===== src/hdl/emp_pkg.sv =====
package emp_pkg;

    typedef enum logic [1:0] {
        MODE_IDLE = 2'd0,
        MODE_UP   = 2'd1,
        MODE_DOWN = 2'd2
    } mode_t;

    localparam logic FUNC_TICK    = 1'b0;
    localparam logic FUNC_COMMAND = 1'b1;

    localparam logic [1:0] TARGET_UP   = 2'd1;
    localparam logic [1:0] TARGET_DOWN = 2'd2;

    localparam logic [1:0] CFG_DRIVE_PCT           = 2'd0;
    localparam logic [1:0] CFG_STOP_LIMIT          = 2'd1;
    localparam logic [1:0] CFG_POLL_PERIOD         = 2'd2;
    localparam logic [1:0] CFG_SWITCHES_ACTIVE_LOW = 2'd3;

    localparam int CFG_INDEX_W = 2;
    localparam int CFG_DATA_W  = 16;
    localparam int LEVEL_W     = 10;
    localparam int ELAPSED_W   = 17;
    localparam int POLL_W      = 10;

    localparam logic [7:0]           RST_DRIVE_PCT           = 8'd100;
    localparam logic [15:0]          RST_STOP_LIMIT          = 16'd5000;
    localparam logic [POLL_W-1:0]    RST_POLL_PERIOD         = 10'd10;
    localparam logic                 RST_SWITCHES_ACTIVE_LOW = 1'b1;
    localparam logic [7:0]           SPEED_LIMIT             = 8'd100;
    localparam logic [ELAPSED_W-1:0] ELAPSED_MAX             = {ELAPSED_W{1'b1}};

    typedef struct packed {
        logic       func;
        logic [1:0] target;
        logic       up_raw;
        logic       down_raw;
    } in_word_t;

    typedef struct packed {
        logic [LEVEL_W-1:0] up_drive_level;
        logic [LEVEL_W-1:0] down_drive_level;
        logic               busy_res;
        logic               finished;
        logic               reached;
    } out_word_t;

    typedef struct packed {
        logic [7:0]        drive_pct;
        logic [15:0]       stop_limit;
        logic [POLL_W-1:0] poll_period;
        logic              switches_active_low;
    } cfg_t;

    // min(pct, 100) * 10, done as two shifts and an add
    function automatic logic [LEVEL_W-1:0] level_of_speed(input logic [7:0] pct);
        logic [6:0]         c;
        logic [LEVEL_W-1:0] lvl;
        c   = (pct > SPEED_LIMIT) ? SPEED_LIMIT[6:0] : pct[6:0];
        lvl = {c, 3'b000} + {2'b00, c, 1'b0};
        return lvl;
    endfunction

endpackage


===== src/hdl/endstop_motor_positioner_top.sv =====
// channel | direction | handshake             | payload
// in      | input     | in_valid / in_ready   | in_data   (in_word_t)
// out     | output    | out_valid / out_ready | out_data  (out_word_t)
// cfg     | input     | cfg_we                | cfg_index, cfg_data
//
// one result word per input word, registered into the output register on acceptance
// a new word is taken every cycle while the output register is empty or being drained
// the whole step is one pass of next-state logic from input port to output register
// reset (rst_n, async low) idles the motor and loads register defaults
// a stalled output holds its word and blocks input only while it is full
module endstop_motor_positioner_top
    import emp_pkg::*;
(
    input  logic                   clk,
    input  logic                   rst_n,
    input  logic                   in_valid,
    output logic                   in_ready,
    input  in_word_t               in_data,
    output logic                   out_valid,
    input  logic                   out_ready,
    output out_word_t              out_data,
    input  logic                   cfg_we,
    input  logic [CFG_INDEX_W-1:0] cfg_index,
    input  logic [CFG_DATA_W-1:0]  cfg_data
);

    cfg_t      cfg_reg;
    logic      out_valid_reg;
    out_word_t out_data_reg;
    out_word_t result;
    logic      step;

    assign in_ready  = !out_valid_reg || out_ready;
    assign step      = in_valid && in_ready;
    assign out_valid = out_valid_reg;
    assign out_data  = out_data_reg;

    emp_core u_core (
        .clk    (clk),
        .rst_n  (rst_n),
        .step   (step),
        .word   (in_data),
        .cfg    (cfg_reg),
        .result (result)
    );

    always_ff @(posedge clk or negedge rst_n)
    begin
        if (!rst_n)
        begin
            cfg_reg.drive_pct           <= RST_DRIVE_PCT;
            cfg_reg.stop_limit          <= RST_STOP_LIMIT;
            cfg_reg.poll_period         <= RST_POLL_PERIOD;
            cfg_reg.switches_active_low <= RST_SWITCHES_ACTIVE_LOW;
        end
        else if (cfg_we)
        begin
            case (cfg_index)
                CFG_DRIVE_PCT:           cfg_reg.drive_pct           <= cfg_data[7:0];
                CFG_STOP_LIMIT:          cfg_reg.stop_limit          <= cfg_data[15:0];
                CFG_POLL_PERIOD:         cfg_reg.poll_period         <= cfg_data[POLL_W-1:0];
                CFG_SWITCHES_ACTIVE_LOW: cfg_reg.switches_active_low <= cfg_data[0];
                default:                 cfg_reg <= cfg_reg;
            endcase
        end
    end

    always_ff @(posedge clk or negedge rst_n)
    begin
        if (!rst_n)
            out_valid_reg <= 1'b0;
        else if (step)
            out_valid_reg <= 1'b1;
        else if (out_ready)
            out_valid_reg <= 1'b0;
    end

    always_ff @(posedge clk)
    begin
        if (step)
            out_data_reg <= result;
    end

endmodule


===== src/hdl/emp_core.sv =====
module emp_core
    import emp_pkg::*;
(
    input  logic      clk,
    input  logic      rst_n,
    input  logic      step,
    input  in_word_t  word,
    input  cfg_t      cfg,
    output out_word_t result
);

    mode_t                mode_reg, mode_next;
    logic [ELAPSED_W-1:0] elapsed_reg, elapsed_next;
    logic [POLL_W-1:0]    countdown_reg, countdown_next;
    logic [LEVEL_W-1:0]   level_reg, level_next;

    logic                 up_p, down_p, cmd_valid_target, cmd_pressed, mov_pressed;
    logic [POLL_W-1:0]    reload, cd_dec;
    logic [ELAPSED_W-1:0] el_inc;
    logic                 poll_now, timed_out;
    logic                 fin, ok;

    assign up_p   = word.up_raw ^ cfg.switches_active_low;
    assign down_p = word.down_raw ^ cfg.switches_active_low;
    assign reload = (cfg.poll_period == '0) ? POLL_W'(1) : cfg.poll_period;

    assign cmd_valid_target = (word.target == TARGET_UP) || (word.target == TARGET_DOWN);
    assign cmd_pressed      = (word.target == TARGET_UP) ? up_p : down_p;
    assign mov_pressed      = (mode_reg == MODE_UP) ? up_p : down_p;

    assign el_inc    = (elapsed_reg < ELAPSED_MAX) ? elapsed_reg + ELAPSED_W'(1) : elapsed_reg;
    assign cd_dec    = (countdown_reg != '0) ? countdown_reg - POLL_W'(1) : countdown_reg;
    assign poll_now  = (cd_dec == '0);
    assign timed_out = el_inc > {1'b0, cfg.stop_limit};

    // completion flags
    always_comb
    begin
        fin = 1'b0;
        ok  = 1'b0;
        case (mode_reg)
            MODE_IDLE:
            begin
                if (word.func == FUNC_COMMAND)
                begin
                    fin = !cmd_valid_target || cmd_pressed;
                    ok  = cmd_valid_target && cmd_pressed;
                end
            end
            MODE_UP, MODE_DOWN:
            begin
                if (word.func == FUNC_TICK && poll_now)
                begin
                    fin = timed_out || mov_pressed;
                    ok  = !timed_out && mov_pressed;
                end
            end
            default:
            begin
                fin = 1'b0;
                ok  = 1'b0;
            end
        endcase
    end

    // next move mode
    always_comb
    begin
        mode_next = mode_reg;
        case (mode_reg)
            MODE_IDLE:
            begin
                if (word.func == FUNC_COMMAND && !fin)
                    mode_next = (word.target == TARGET_UP) ? MODE_UP : MODE_DOWN;
            end
            MODE_UP, MODE_DOWN:
            begin
                if (fin)
                    mode_next = MODE_IDLE;
            end
            default: mode_next = MODE_IDLE;
        endcase
    end

    // counters, latched level and result word
    always_comb
    begin
        elapsed_next   = elapsed_reg;
        countdown_next = countdown_reg;
        level_next     = level_reg;
        case (mode_reg)
            MODE_IDLE:
            begin
                if (word.func == FUNC_COMMAND && !fin)
                begin
                    elapsed_next   = '0;
                    countdown_next = reload;
                    level_next     = level_of_speed(cfg.drive_pct);
                end
            end
            MODE_UP, MODE_DOWN:
            begin
                if (word.func == FUNC_TICK)
                begin
                    if (fin)
                    begin
                        elapsed_next   = '0;
                        countdown_next = '0;
                        level_next     = '0;
                    end
                    else
                    begin
                        elapsed_next   = el_inc;
                        countdown_next = poll_now ? reload : cd_dec;
                    end
                end
            end
            default:
            begin
                elapsed_next   = '0;
                countdown_next = '0;
                level_next     = '0;
            end
        endcase

        result.up_drive_level   = (mode_next == MODE_UP) ? level_next : '0;
        result.down_drive_level = (mode_next == MODE_DOWN) ? level_next : '0;
        result.busy_res         = (mode_next != MODE_IDLE);
        result.finished         = fin;
        result.reached          = ok;
    end

    always_ff @(posedge clk or negedge rst_n)
    begin
        if (!rst_n)
        begin
            mode_reg      <= MODE_IDLE;
            elapsed_reg   <= '0;
            countdown_reg <= '0;
            level_reg     <= '0;
        end
        else if (step)
        begin
            mode_reg      <= mode_next;
            elapsed_reg   <= elapsed_next;
            countdown_reg <= countdown_next;
            level_reg     <= level_next;
        end
    end

endmodule


===== config.mk =====
export PLATFORM = sky130hd
export DESIGN_NAME = endstop_motor_positioner_top
export DESIGN_NICKNAME = d
export VERILOG_FILES = /design/src/hdl/emp_pkg.sv /design/src/hdl/endstop_motor_positioner_top.sv /design/src/hdl/emp_core.sv
export SDC_FILE = /design/constraint.sdc
export NUM_CORES = 1
export LEC_CHECK = 0
export ABC_AREA = 1
export BUFFER_PORTS_ARGS = -buffer_cell sky130_fd_sc_hd__buf_4
export CAP_MARGIN = 10
export CORE_MARGIN = 2
export CORE_UTILIZATION = 54
export CTS_CLUSTER_DIAMETER = 40
export DETAILED_ROUTE_END_ITERATION = 6
export HOLD_SLACK_MARGIN = 0.1
export PLACE_DENSITY = 0.76
export SLEW_MARGIN = 20
export SYNTH_ARGS = -nofsm -noshare
export SYNTH_HDL_FRONTEND = slang
export SYNTH_SLANG_ARGS = --single-unit

===== constraint.sdc =====
create_clock -name clk -period 3.9 [get_ports clk]
set_clock_uncertainty 0.1 [all_clocks]
set_input_delay 1.17 -clock clk [delete_from_list [all_inputs] [get_ports clk]]
set_output_delay 1.17 -clock clk [all_outputs]
set_load 0.05 [all_outputs]

# Yosys cells after proc, flatten, opt, wreduce, memory -nomap -nowiden
# Index checks and enable logic that the tools add are counted.
# totals
output_inout_bits	25
mem_count	0
rom_bits	0
input_bits	28
wordCells	91
ff_bits	98
ram_bits	0
latch_bits	0
# op_classes
div_mod_pow	0
n_mux	31
n_lt_le_gt_ge	3
shifts	0
n_eq_ne	11
multipliers	0
bitwise_logic	3
add_sub_neg	3
n_reduce_logical	26
# op_table
cell	n
$mux 10	9
$mux 17	4
$pmux 10 s2	2
$pmux 17 s2	1
$logic_not 10->1	2
$add 17x1->17 const B	1
$gt 17x16->1	1
$lt 17x17->1 const B	1
$add 10x8->10	1
$eq 2x2->1 const B	5
$reduce_bool 10->1	1
$sub 10x1->10 const B	1
$eq 2x1->1 const B	4
$gt 8x7->1 const B	1
$mux 1	8
$reduce_and 2->1	4
$mux 7	1
$mux 2	3
$logic_and 1x1->1	5
$logic_not 1->1	4
$logic_not 2->1	2
$logic_or 1x1->1	4
$pmux 1 s2	2
$pmux 2 s2	1
7 further kinds	9

# Longest topological paths before layout
# logic_depth
ltp_word	11
mapped_depth	33
depth_no_buf	33

# Cells and area by module
# A second synthesis with hierarchy kept.
# hier_totals
cells_unflattened	748
area_unflattened_um2	5984.5
# modules_own_cells
mod	seq_area_each_um2	instances	area_each_um2	cells_per_inst
emp_core	975.9	1	3757.4	561
endstop_motor_positioner_top	1605.3	1	2227.1	187

# Least setup slack after synthesis
# Ideal clock, no wire load.
# synth_timing
path_kind	register -> register
from	register u_core.elapsed_reg[3]
to	register out_data_reg, in the netlist out_data[3] (data pin)
synth_period_minus_slack_ns	3.635
t_required_ns	3.545
setup_ns	0.255
setup_slack_ns	0.265
n_path_buf	0
path_stages_with_launch	33
arrival_ns	3.280
path_cell_list	dfrtp_1 nand2_1 nor2_1 nand3_1 nor2_1 nor3_1 and3_1 nand3_1 xnor2_1 ha_1 nand2_1 inv_1 nand2_1 nor2_1 a21oi_1 nand3_1 nand2_1 nand2_1 nand2_1 nand2_1 nand2_1 nand2_1 nand2_1 nand2_2 nand2_4 nand2_4 nand2_4 nand2_4 nand2_1 nand2_2 nand2_2 nand2_4 nor2_1
# synth_between
elab_chain_len	11
elab_cells_between_ends	17
classes_between	add/sub (1); order compare (2); eq/ne (1); mux (10); reduce/logical (3)
# synth_lines
item	line_no	text
from (decl)	emp_core.sv:13	logic [ELAPSED_W-1:0] elapsed_reg, elapsed_next;
from (signal assigned)	emp_core.sv:145	elapsed_reg <= elapsed_next;
$add 17x1->17 or $lt 17x17->1 (tied branches)	emp_core.sv:31	assign el_inc = (elapsed_reg < ELAPSED_MAX) ? elapsed_reg + ELAPSED_W'(1) : elapsed_reg;
$mux 17 *	emp_core.sv:31	
$gt 17x16->1 *	emp_core.sv:34	assign timed_out = el_inc > {1'b0, cfg.stop_limit};
$logic_or 1x1->1 *	emp_core.sv:54	fin = timed_out || mov_pressed;
$mux 1 *	emp_core.sv:52	if (word.func == FUNC_TICK && poll_now)
$pmux 1 s2 *	emp_core.sv:41	case (mode_reg)
$logic_not 1->1	emp_core.sv:73, emp_core.sv:94	
$logic_and 1x1->1	emp_core.sv:73, emp_core.sv:94	
$mux 2	emp_core.sv:73	if (word.func == FUNC_COMMAND && !fin)
$pmux 2 s2	emp_core.sv:70	case (mode_reg)
$eq 2x2->1	emp_core.sv:127	result.down_drive_level = (mode_next == MODE_DOWN) ? level_next : '0;
to (signal assigned)	endstop_motor_positioner_top.sv:81	out_data_reg <= result;
to (decl)	endstop_motor_positioner_top.sv:29	out_word_t out_data_reg;
# Every way passes the cells marked *; elsewhere a longest branch is shown, timed or not.
# A chain may end at the register's enable or synchronous reset.

# Worst setup path in the final report
# layout_timing
from	register u_core.elapsed_reg[10]
to	register out_data_reg, in the netlist out_data[3] (data pin)
# Same word-level chain as after synthesis.

==> results_dict.tcl <==
set metrics [dict create \
    synth_cell_type_count 36 \
    core_area_um2 10300 \
    cts.sinks 98 \
    finalCritPeriodShare_pct 103 \
    startpoint_type "flip-flop" \
    syn_to_final_growth_pct 23.9 \
    path_delay_family "simple AND/OR/NAND/NOR gates" \
    startpoint "u_core.elapsed_reg[10]" \
    cts_tree "done" \
    fin_area_um2 7110 \
    syn_area_um2 5740 \
    ys_async_sr_fraction_pct 76.5 \
    grt_overflow_total 0 \
    avgSynthCellArea_um2 7.89 \
    min_path_type "flip-flop to flip-flop" \
    clk_pin_slew_ps 110 \
    grt_max_degree 76 \
    cts_hold_buf 0 \
    htree_levels 3 \
    peakVddDrop_mv 0.369 \
    start_util_pct 55.6 \
    synth-simple-area-share_pct 25.6 \
    antenna_found_initial 0 \
    cpPeakStageDelay_ps 420 \
    yosysWarnings 0 \
    drv_slew 0 \
    hpwlAfterDp_um 9890 \
    multi_input_area_um2 2940 \
    post-place-ws_ps -161 \
    max_slew_margin_pct 37.1 \
    die_w_um 107 \
    failed_checks "setup timing" \
    synth-seq-cells 98 \
    cts_inserted_buffers 9 \
    vias 5108 \
    yosysSeqAreaShare_pct 45.0 \
    cpMaxStageDelayCell "dfrtp_1" \
    stdcell_count 952 \
    synthXorXnorAreaFrac_pct 2.90 \
    critical_path_class "flip-flop to flip-flop" \
    status "finished with violations" \
    required_ps 3940 \
    clk_latency_ps 380 \
    synth_edf_count 23 \
    cp_num_buf_inv 2 \
    power_density_nw_per_um2 607 \
    arrival_ps 4040 \
    r2r_start "u_core.elapsed_reg[10]" \
    largest_reg_flops 35 \
    die_h_um 107 \
    ant_nets 0 \
    num_rows 37 \
    io_buffers 52 \
    hold_violations 0 \
    fin_nets 867 \
    cts_max_path_buffers 2 \
    drc_errors 0 \
    yosysTopAreaCell "dfrtp_1" \
    place_congestion 0.910 \
    synth_top_family_by_area "simple AND/OR/NAND/NOR gates" \
    vias_per_cell 5.37 \
    synth.top_cells.by_area "dfrtp_1 (28%), edfxtp_1 (12%), nand2_1 (12%), inv_1 (6.8%), ha_1 (5.9%)" \
    ys.flop_type "dfrtp_1" \
    worstMarginPinSlew_ps 944 \
    max_freq_mhz 250 \
    synthAdderAreaFrac_pct 6.24 \
    drt-initial-drc-count 344 \
    end_kind "flip-flop" \
    maxCapViolCount 0 \
    synth_top_area_share_pct 27.9 \
    synth.top_cells.by_count "nand2_1 (182), inv_1 (104), nor2_1 (71)" \
    dpl.cell_count 923 \
    synthMuxAreaShare_pct 0 \
    cts_root_buf "clkbuf_8" \
    grt_usage_pct 25.2 \
    wl_per_cell_um 15.5 \
    postPlaceCellArea_um2 6420 \
    ff_latch_area_um2 2580 \
    rsz0062_at_grt "true" \
    p_total_mw 4.32 \
    grt_pass1_vias 4773 \
    synth.most_common_cell "nand2_1" \
    synth_compound_area_share_pct 11.7 \
    syn-num-nets 783 \
    period_needed_ps 4000 \
    synth_cells 727 \
    routed_wl_um 14700 \
    path_common_cell "nand2_2" \
    grt_pass1_wl_um 22800 \
    first_pass_iters 5 \
    die-area_um2 11500 \
    nFillCells 795 \
    antenna_cells 0 \
    hp-start "cfg_reg[19]" \
    drive_gt1_share_pct 24.6 \
    worstPathMaxFanout 5 \
    finalSetupViolCount 25 \
    pin_count 53 \
    worst_slack_ps -100 \
    p_leak_nw 3.51 \
]
==> per-stage QoR <==
step,utilization [%],TNS [ps],hold slack [ps]
after floorplan,-,0,349
after global placement,62.2,0,365
after detailed placement,62.2,-1940,370
after CTS,64.6,-5.81,397
after global routing,68.8,-15840,415
final,68.8,-1810,397
==> where the power goes <==
group,internal [mW],switching (mW)
combinational,0.790,1.40
clock,0.312,0.394
sequential,1.27,0.147
==> layout by cell type (no fill, tap or decap), drive strengths merged <==
cell / instances
nand2: 203
inv: 108
buf: 87
o21ai: 76
nor2: 74
dfrtp: 64
nand3: 39
ha: 27
a21oi: 24
edfxtp: 23
xor2: 12
clkbuf: 12
dfstp: 11
nand4: 8
nor3: 8
xnor2: 7
o31ai: 7
o22ai: 6
o21a: 4
or2: 3
nor4: 3
clkinv: 3
a31oi: 2
and3: 1
a2bb2oi: 1
fa: 1
bufinv: 1
clkinvlp: 1
==> per-layer routing <==
metal | part of all wire [%] | up-vias | GRT usage [%]
li1 | - | 2498 | -
met1 | 43 | 2367 | 35.2
met2 | 48 | 208 | 39.7
met3 | 6.4 | 35 | 4.38
met4 | 2.8 | 0 | 8.44
met5 | 0 | - | 0
==> repair_timing <==
| action | in CTS | in global routing |
|---|---|---|
| gates resized for setup | 6 | 66 |
| setup endpoints to repair | 21 | 61 |
| setup buffers | 0 | 5 |
| pin swaps | 2 | 26 |
| cloned | 0 | 8 |
==> logic make-up after synthesis <==
family                   count (synthesis)
AO/OA/AOI/OAI                          120
buffers and inverters                  125
XOR/XNOR                                19
AND/OR/NAND/NOR                        337
flip-flops                              98
adder cells (fa/ha/maj)                 28
==> layout make-up <==
type,instances,share of cell area (%)
sequential,98,36.3
timing repair buffer,90,11.2
inverter,106,5.63
clock inverter,7,1.29
tap,136,2.39
clock buffer,9,1.74
multi-input combinational,506,41.4
==> worst reg2reg max path: cells and delay by family (launching register included) <==
family                   cells  cell delay, ps
flip-flops                   1             420
buffers and inverters        2             180
AO/OA/AOI/OAI                1             120
adder cells (fa/ha/maj)      1             340
AND/OR/NAND/NOR             25            2470
XOR/XNOR                     1             170
==> final timing paths <==
check | to | slack [ps] | cells after the start
setup / recovery | out_data[3] | -100 | 30
hold / removal | cfg_reg[19] | 400 | 2
setup reg to reg | out_data[3] | -100 | 30
hold reg to reg | cfg_reg[19] | 400 | 2
max in group asynchronous | u_core.elapsed_reg[5] | 2260 | 1
min in group asynchronous | cfg_reg[12] | 830 | 1
(Power assumes the default switching activity.)
